<file path="config.mk">
export PLATFORM = sky130hd
export DESIGN_NAME = tilt_quadrant_orientation_debounce
export DESIGN_NICKNAME = d
export VERILOG_FILES = /design/src/hw/rtl/tqod_pkg.sv /design/src/hw/rtl/tilt_quadrant_orientation_debounce.sv /design/src/hw/rtl/tqod_square.sv /design/src/hw/rtl/tqod_classify.sv
export SDC_FILE = /design/constraint.sdc
export NUM_CORES = 2
export LEC_CHECK = 0
export BUFFER_PORTS_ARGS = -buffer_cell sky130_fd_sc_hd__buf_2
export CELL_PAD_IN_SITES_DETAIL_PLACEMENT = 0
export CELL_PAD_IN_SITES_GLOBAL_PLACEMENT = 1
export CORE_MARGIN = 10
export CORE_UTILIZATION = 35
export DETAILED_ROUTE_END_ITERATION = 10
export PLACE_DENSITY = 0.61
export SYNTH_ARGS = -nofsm -noshare
export SYNTH_HDL_FRONTEND = slang
export SYNTH_SLANG_ARGS = --single-unit
</file>
<file path="constraint.sdc">
create_clock -name aclk -period 13.84 [get_ports aclk]
set_input_delay 0 -clock aclk [delete_from_list [all_inputs] [get_ports aclk]]
set_output_delay 0 -clock aclk [all_outputs]
set_load 0.05 [all_outputs]
</file>
<file path="src/hw/rtl/tqod_pkg.sv">
package tqod_pkg;

    localparam int SAMPLE_BITS = 16;
    localparam int SQ_BITS     = 2 * SAMPLE_BITS;
    localparam int PLANE_BITS  = SQ_BITS + 1;
    localparam int RATIO_BITS  = 4;
    localparam int COUNT_BITS  = 3;
    localparam int SCALED_BITS = PLANE_BITS + RATIO_BITS;
    localparam int CFG_IDX_BITS = 2;

    // configuration register indexes
    localparam logic [CFG_IDX_BITS-1:0] CFG_FLAT_RATIO    = 2'd0;
    localparam logic [CFG_IDX_BITS-1:0] CFG_CONFIRM_LEVEL = 2'd1;
    localparam logic [CFG_IDX_BITS-1:0] CFG_COUNT_LIMIT   = 2'd2;

    localparam logic [RATIO_BITS-1:0] FLAT_RATIO_RST    = 4'd3;
    localparam logic [COUNT_BITS-1:0] CONFIRM_LEVEL_RST = 3'd3;
    localparam logic [COUNT_BITS-1:0] COUNT_LIMIT_RST   = 3'd4;

    // quadrants: nearest axis of (x, y)
    localparam logic [1:0] QUAD_POS_X = 2'd0;
    localparam logic [1:0] QUAD_POS_Y = 2'd1;
    localparam logic [1:0] QUAD_NEG_X = 2'd2;
    localparam logic [1:0] QUAD_NEG_Y = 2'd3;

    typedef struct packed {
        logic signed [SAMPLE_BITS-1:0] accel_x;
        logic signed [SAMPLE_BITS-1:0] accel_y;
        logic signed [SAMPLE_BITS-1:0] accel_z;
    } sample_t;

    typedef struct packed {
        logic [1:0] rotation;
        logic       sample_tilted;
        logic [1:0] candidate;
    } result_t;

    typedef struct packed {
        logic [RATIO_BITS-1:0] flat_ratio;
        logic [COUNT_BITS-1:0] confirm_level;
        logic [COUNT_BITS-1:0] count_limit;
    } cfg_t;

    // stage one output: squared energies and quadrant
    typedef struct packed {
        logic [PLANE_BITS-1:0] inplane;
        logic [SQ_BITS-1:0]    z_sq;
        logic [1:0]            quadrant;
    } energy_t;

endpackage

</file>
<file path="src/hw/rtl/tilt_quadrant_orientation_debounce.sv">
// Path from input request accept to result valid runs through the input, square and result regs.
// Throughput: one sample per cycle; all stages stall together when the result is held.
// The inplane * flat_ratio product after the square register sets the critical path.
// Reset (aresetn, synchronous, active low): rotation, candidate and repeat count
// clear to 0, registers return to flat_ratio 3, confirm_level 3, count_limit 4.
module tilt_quadrant_orientation_debounce (
    input  logic                                 aclk,
    input  logic                                 aresetn,
    input  logic                                 s_valid,
    output logic                                 s_ready,
    input  tqod_pkg::sample_t                    s_data,
    output logic                                 m_valid,
    input  logic                                 m_ready,
    output tqod_pkg::result_t                    m_data,
    input  logic                                 cfg_valid,
    output logic                                 cfg_ready,
    input  logic [tqod_pkg::CFG_IDX_BITS-1:0]    cfg_index,
    input  logic [tqod_pkg::RATIO_BITS-1:0]      cfg_data
);
    import tqod_pkg::*;

    logic    advance;
    logic    in_valid_reg;
    sample_t in_data_reg;
    logic    energy_valid_reg;
    energy_t energy;
    logic    out_valid_reg;
    cfg_t    cfg_reg;

    // whole pipeline moves when the result register is free or being drained
    assign advance   = !out_valid_reg || m_ready;
    assign s_ready   = advance;
    assign m_valid   = out_valid_reg;
    assign cfg_ready = 1'b1;

    always_ff @(posedge aclk) begin
        if (!aresetn) begin
            in_valid_reg     <= 1'b0;
            energy_valid_reg <= 1'b0;
            out_valid_reg    <= 1'b0;
        end else if (advance) begin
            in_valid_reg     <= s_valid;
            energy_valid_reg <= in_valid_reg;
            out_valid_reg    <= energy_valid_reg;
        end
    end

    always_ff @(posedge aclk) begin
        if (advance && s_valid) begin
            in_data_reg <= s_data;
        end
    end

    always_ff @(posedge aclk) begin
        if (!aresetn) begin
            cfg_reg.flat_ratio    <= FLAT_RATIO_RST;
            cfg_reg.confirm_level <= CONFIRM_LEVEL_RST;
            cfg_reg.count_limit   <= COUNT_LIMIT_RST;
        end else if (cfg_valid) begin
            unique case (cfg_index)
                CFG_FLAT_RATIO:    cfg_reg.flat_ratio    <= cfg_data;
                CFG_CONFIRM_LEVEL: cfg_reg.confirm_level <= cfg_data[COUNT_BITS-1:0];
                CFG_COUNT_LIMIT:   cfg_reg.count_limit   <= cfg_data[COUNT_BITS-1:0];
                default: ;
            endcase
        end
    end

    tqod_square u_square (
        .aclk       (aclk),
        .advance    (advance),
        .sample     (in_data_reg),
        .energy_reg (energy)
    );

    tqod_classify u_classify (
        .aclk         (aclk),
        .aresetn      (aresetn),
        .advance      (advance),
        .energy_valid (energy_valid_reg),
        .energy       (energy),
        .cfg          (cfg_reg),
        .result_reg   (m_data)
    );

endmodule

</file>
<file path="src/hw/rtl/tqod_square.sv">
module tqod_square (
    input  logic             aclk,
    input  logic             advance,
    input  tqod_pkg::sample_t sample,
    output tqod_pkg::energy_t energy_reg
);
    import tqod_pkg::*;

    logic [SAMPLE_BITS-1:0] mag_x;
    logic [SAMPLE_BITS-1:0] mag_y;
    logic [SAMPLE_BITS-1:0] mag_z;
    logic                   neg_x;
    logic                   neg_y;
    logic [SQ_BITS-1:0]     sq_x;
    logic [SQ_BITS-1:0]     sq_y;
    logic [1:0]             quad;
    energy_t                energy_next;

    assign neg_x = sample.accel_x[SAMPLE_BITS-1];
    assign neg_y = sample.accel_y[SAMPLE_BITS-1];
    // most negative value maps to 2^(N-1), which still fits unsigned
    assign mag_x = neg_x ? SAMPLE_BITS'(-sample.accel_x) : sample.accel_x;
    assign mag_y = neg_y ? SAMPLE_BITS'(-sample.accel_y) : sample.accel_y;
    assign mag_z = sample.accel_z[SAMPLE_BITS-1] ? SAMPLE_BITS'(-sample.accel_z)
                                                 : sample.accel_z;

    assign sq_x = SQ_BITS'(mag_x) * SQ_BITS'(mag_x);
    assign sq_y = SQ_BITS'(mag_y) * SQ_BITS'(mag_y);

    // diagonal ties round away from zero: -x wins, else the y axis
    always_comb begin
        if (mag_x > mag_y) begin
            quad = neg_x ? QUAD_NEG_X : QUAD_POS_X;
        end else if (mag_x == '0 && mag_y == '0) begin
            quad = QUAD_POS_X;
        end else if (mag_x == mag_y && neg_x) begin
            quad = QUAD_NEG_X;
        end else begin
            quad = neg_y ? QUAD_NEG_Y : QUAD_POS_Y;
        end
    end

    always_comb begin
        energy_next.inplane  = PLANE_BITS'(sq_x) + PLANE_BITS'(sq_y);
        energy_next.z_sq     = SQ_BITS'(mag_z) * SQ_BITS'(mag_z);
        energy_next.quadrant = quad;
    end

    always_ff @(posedge aclk) begin
        if (advance) begin
            energy_reg <= energy_next;
        end
    end

endmodule

</file>
<file path="src/hw/rtl/tqod_classify.sv">
module tqod_classify (
    input  logic              aclk,
    input  logic              aresetn,
    input  logic              advance,
    input  logic              energy_valid,
    input  tqod_pkg::energy_t energy,
    input  tqod_pkg::cfg_t    cfg,
    output tqod_pkg::result_t result_reg
);
    import tqod_pkg::*;

    logic [1:0]             rotation_reg;
    logic [1:0]             rotation_next;
    logic [1:0]             candidate_reg;
    logic [1:0]             candidate_next;
    logic [COUNT_BITS-1:0]  count_reg;
    logic [COUNT_BITS-1:0]  count_next;
    logic [RATIO_BITS-1:0]  divisor;
    logic [SCALED_BITS-1:0] scaled_plane;
    logic                   tilted;
    result_t                result_next;

    // inplane > floor(z^2 / d)  <=>  inplane * d > z^2
    assign divisor      = (cfg.flat_ratio == '0) ? RATIO_BITS'(1) : cfg.flat_ratio;
    assign scaled_plane = SCALED_BITS'(energy.inplane) * SCALED_BITS'(divisor);
    assign tilted       = scaled_plane > SCALED_BITS'(energy.z_sq);

    always_comb begin
        rotation_next  = rotation_reg;
        candidate_next = candidate_reg;
        count_next     = count_reg;
        if (tilted) begin
            if (energy.quadrant == candidate_reg) begin
                if (count_reg < cfg.count_limit) begin
                    count_next = count_reg + COUNT_BITS'(1);
                end
                if (count_next >= cfg.confirm_level) begin
                    rotation_next = energy.quadrant;
                end
            end else begin
                candidate_next = energy.quadrant;
                count_next     = '0;
            end
        end
        result_next.rotation      = rotation_next;
        result_next.sample_tilted = tilted;
        result_next.candidate     = candidate_next;
    end

    always_ff @(posedge aclk) begin
        if (!aresetn) begin
            rotation_reg  <= '0;
            candidate_reg <= '0;
            count_reg     <= '0;
        end else if (advance && energy_valid) begin
            rotation_reg  <= rotation_next;
            candidate_reg <= candidate_next;
            count_reg     <= count_next;
        end
    end

    always_ff @(posedge aclk) begin
        if (advance && energy_valid) begin
            result_reg <= result_next;
        end
    end

endmodule

</file>
==> results.txt <==
The number of maximum-capacitance constraint violations is 0, and the number of buffers inserted by port buffering is 65. The startpoint identified for the worst hold timing path is s_valid. Setup violations remaining at the end of the flow were counted as 0. The tools report the number of search-and-repair iterations in the first detailed-routing pass as 5. Number of clock buffers inserted by TritonCTS: 17. The first element of the critical path was in_data_reg[32]. The routed design uses 37,900 µm of met2 wire.

Of all nets on the critical path, the largest fanout is 13. Once detail routing completed, the nets flagged for antenna violations numbered 0. The detailed router placed 22,500 vias in this run. By startpoint and endpoint, the worst setup path is classified as reg2reg.

The die covers 0.104 mm². The type of element capturing the critical path is a flip-flop. For this design, the sink count on the clock tree is 139. The path class of the tightest hold or removal check is in2reg. For this configuration, the core starts out at a cell density of 35.4%. Summing the sequential cell areas from Yosys gives 12.4% of the chip area. Dividing the detail-routed wire length by the instance count gives 17.4 µm. Once layout is complete, the utilization of the core stands at 38.9%.

Post-route DRC violation count: 0. Across the routed clock network, the largest skew measured is 0.0231 ns. The run gives 1 as the initial antenna violation count. Setup repair after global routing left no endpoint under its margin. The slowest stage of the critical path is the sky130_fd_sc_hd__xor2_1 cell.

For the number of global-route vias before repair, the log shows 24,500. Derived from the worst setup path, the maximum achievable clock frequency is 0.0945 GHz. The flow ran to the end, and the final reports show no timing, DRC or antenna violations. After floorplanning, the core was sized to cover 0.0904 mm². The number of flops mapped to enable cells by yosys is 119, and the data arrival time of the critical path is 10.80 ns. TritonCTS built the clock tree.

The count of pins over their slew limit was 0; the area growth from synthesis to layout was 9.83%. The worst setup path is launched from a flip-flop. Dividing the synthesized area by the synthesized cell count gives 9.34 µm². The number of distinct library cells after synthesis was 70. After the first detailed-routing iteration, the DRC count stood at 1,068. The first global-routing pass estimated 136,000 µm of wire. Leaving out fill and tap cells, the most frequent cell in the layout is sky130_fd_sc_hd__inv_1. Row generation in the floorplan step produced 110 rows. For the pin with the worst max-slew slack, the measured transition is 1.02 ns. Fill cells in the final layout number 9,233. The width of the chip came out at 322 µm. The number of antenna diodes in the final layout is 0. In the layout the commonest cells are sky130_fd_sc_hd__inv_1, sky130_fd_sc_hd__fa_1, sky130_fd_sc_hd__ha_1. The uppermost metal layer occupied by signal nets was met4. The final-report hold violation count is 0, and the delay of the slowest cell on the worst path is 0.78 ns. The number of gates resized after CTS was 0.

Ratio of final minimum period to clock period: 76.4%. The number of storage elements in the synthesis netlist was 139; the remaining max-slew budget at the tightest pin was 31.5%. The routed wire length on met3 was 4180 µm; the wire length on met1 was 39,500 µm.

Among all flip-flop cells after synthesis, the most frequent one is sky130_fd_sc_hd__edfxtp_1. The share of cells above drive strength 1 works out to 4.76%. The shortest period the worst path allows is 10.58 ns, and the die boundary height is 322 µm. The placed wire-length estimate is 70,800 µm, and the number of nets in the layout is 4,635.

The later pin in the worst-skew pair is clocked with a latency of 0.49 ns. For the area of the mapped netlist, the log shows 0.0320 mm². The worst register-to-register path begins at in_data_reg[32].

For this block, the routed nets add up to 83,000 µm of wire. Entering global routing, the biggest net connects 47 pins. The share of flip-flops with an asynchronous set or reset came out at 0%. Global routing finished with a remaining overflow of 0.

The flip-flop count of the largest register after layout was 66. The number of warnings printed during yosys synthesis was 0; the data required time at the worst endpoint was 14.06 ns. The H-tree generated during clock tree synthesis spans 4 levels. For this design the top-level I/O count stands at 67.

Clock-pin slew was measured on the worst setup and hold paths at 0.08 ns. The sum of negative setup slack was 0 ns; the ratio of routed vias to standard cells was 4.72. In the global route stage, overall resource usage came out at 16.9%. The most frequent cell on the critical path was sky130_fd_sc_hd__fa_1. At the end of routability-driven placement, the weighted congestion stood at 0.850.

The maximum clock path buffer count was 2; the instance count of the mapped netlist was 3,426. Buffer type at the clock tree root: sky130_fd_sc_hd__clkbuf_16.
## worst max-delay path: cells and delay by family, from the launching register on
kind,cells,cell delay [ns]
buf+inv,5,1.38
xor+xnor,2,0.85
flops,1,0.55
fa+ha+maj,9,4.24
compound gates,6,1.26
simple gates,6,2.03
## repair_timing
action | CTS | global route
setup buffers | 0 | 0
endpoints found under the hold margin | 66 | 0
hold buffers | 65 | 0
## area by class of cell
class / instances / area, µm² / area share, %
Clock inverter: 13 / 88.8 / 0.253
Timing Repair Buffer: 171 / 1280 / 3.65
Tap cell: 1176 / 1470 / 4.19
Inverter: 894 / 3360 / 9.55
Clock buffer: 19 / 443 / 1.26
Multi-Input combinational cell: 2356 / 24500 / 69.8
Sequential cell: 139 / 3970 / 11.3
## cell usage after synthesis, types with 4 or more instances
master	count	area [µm²]
sky130_fd_sc_hd__inv_2	4	15.0
sky130_fd_sc_hd__nand3_1	38	190
sky130_fd_sc_hd__a21oi_1	90	450
sky130_fd_sc_hd__or2_2	4	25.0
sky130_fd_sc_hd__edfxtp_1	119	3570
sky130_fd_sc_hd__or4_1	11	82.6
sky130_fd_sc_hd__o21a_1	27	203
sky130_fd_sc_hd__o31ai_1	11	82.6
sky130_fd_sc_hd__a31o_2	5	43.8
sky130_fd_sc_hd__o31a_1	8	70.1
sky130_fd_sc_hd__xor2_1	48	420
sky130_fd_sc_hd__nand3b_1	4	30.0
sky130_fd_sc_hd__a211oi_1	13	97.6
sky130_fd_sc_hd__nand4_1	15	93.8
sky130_fd_sc_hd__clkinv_1	17	63.8
sky130_fd_sc_hd__nand2_1	313	1170
sky130_fd_sc_hd__ha_1	387	4840
sky130_fd_sc_hd__o21bai_1	7	52.6
sky130_fd_sc_hd__mux2_2	9	101
sky130_fd_sc_hd__and3_1	6	37.5
sky130_fd_sc_hd__nor3_1	32	160
sky130_fd_sc_hd__fa_1	610	12200
sky130_fd_sc_hd__a31oi_1	12	75.1
sky130_fd_sc_hd__mux2i_1	12	120
sky130_fd_sc_hd__nand2b_1	22	138
sky130_fd_sc_hd__nor2_1	265	995
sky130_fd_sc_hd__and2_1	23	144
sky130_fd_sc_hd__inv_1	873	3280
sky130_fd_sc_hd__o41ai_1	4	35.0
sky130_fd_sc_hd__clkbuf_1	67	251
sky130_fd_sc_hd__a21o_1	52	390
sky130_fd_sc_hd__dfxtp_1	20	400
sky130_fd_sc_hd__o211ai_1	5	37.5
sky130_fd_sc_hd__nor3b_1	4	30.0
sky130_fd_sc_hd__or3_1	9	56.3
sky130_fd_sc_hd__nor2b_1	55	344
sky130_fd_sc_hd__xnor2_1	95	832
sky130_fd_sc_hd__o21ai_0	74	370
## cells by family after synthesis
family | Yosys count | synth area share [%]
buffers and inverters | 965 | 11.4
XOR/XNOR | 143 | 3.91
flip-flops | 139 | 12.4
other | 2 | 0.0235
multiplexers | 21 | 0.692
AO/OA/AOI/OAI | 341 | 6.87
adder cells (fa/ha/maj) | 997 | 53.3
AND/OR/NAND/NOR | 818 | 11.4
## worst paths after layout
check,slack [ns],depth (start not counted),endpoint
setup reg to reg,3.26,28,u_square.energy_reg[59]
hold / removal,0.20,2,in_data_reg[8]
setup / recovery,3.26,28,u_square.energy_reg[59]
hold reg to reg,0.47,2,u_classify.rotation_reg[1]
## routing by layer
metal,vias up,track usage [%]
met1,11200,23.6
met5,-,0
met4,0,3.39
met3,58,3.31
met2,392,27.0
li1,10800,-
## metrics by stage
step | setup WS (ns) | instance area [µm²] | cells | hold WS [ns]
4_1_cts | 3.24 | 35100 | 4768 | 0.176
3_3_place_gp | 3.43 | 34000 | 4671 | 0.176
6_report | 3.26 | 35100 | 4768 | 0.201
2_1_floorplan | 4.83 | 32100 | 3460 | 0.0989
5_1_grt | 2.66 | 35100 | 4768 | 0.201
3_5_place_dp | 3.28 | 34000 | 4671 | 0.178
Power is not shown: default switching activity piles up to over one toggle a cycle in this logic, so the estimate is an artifact.
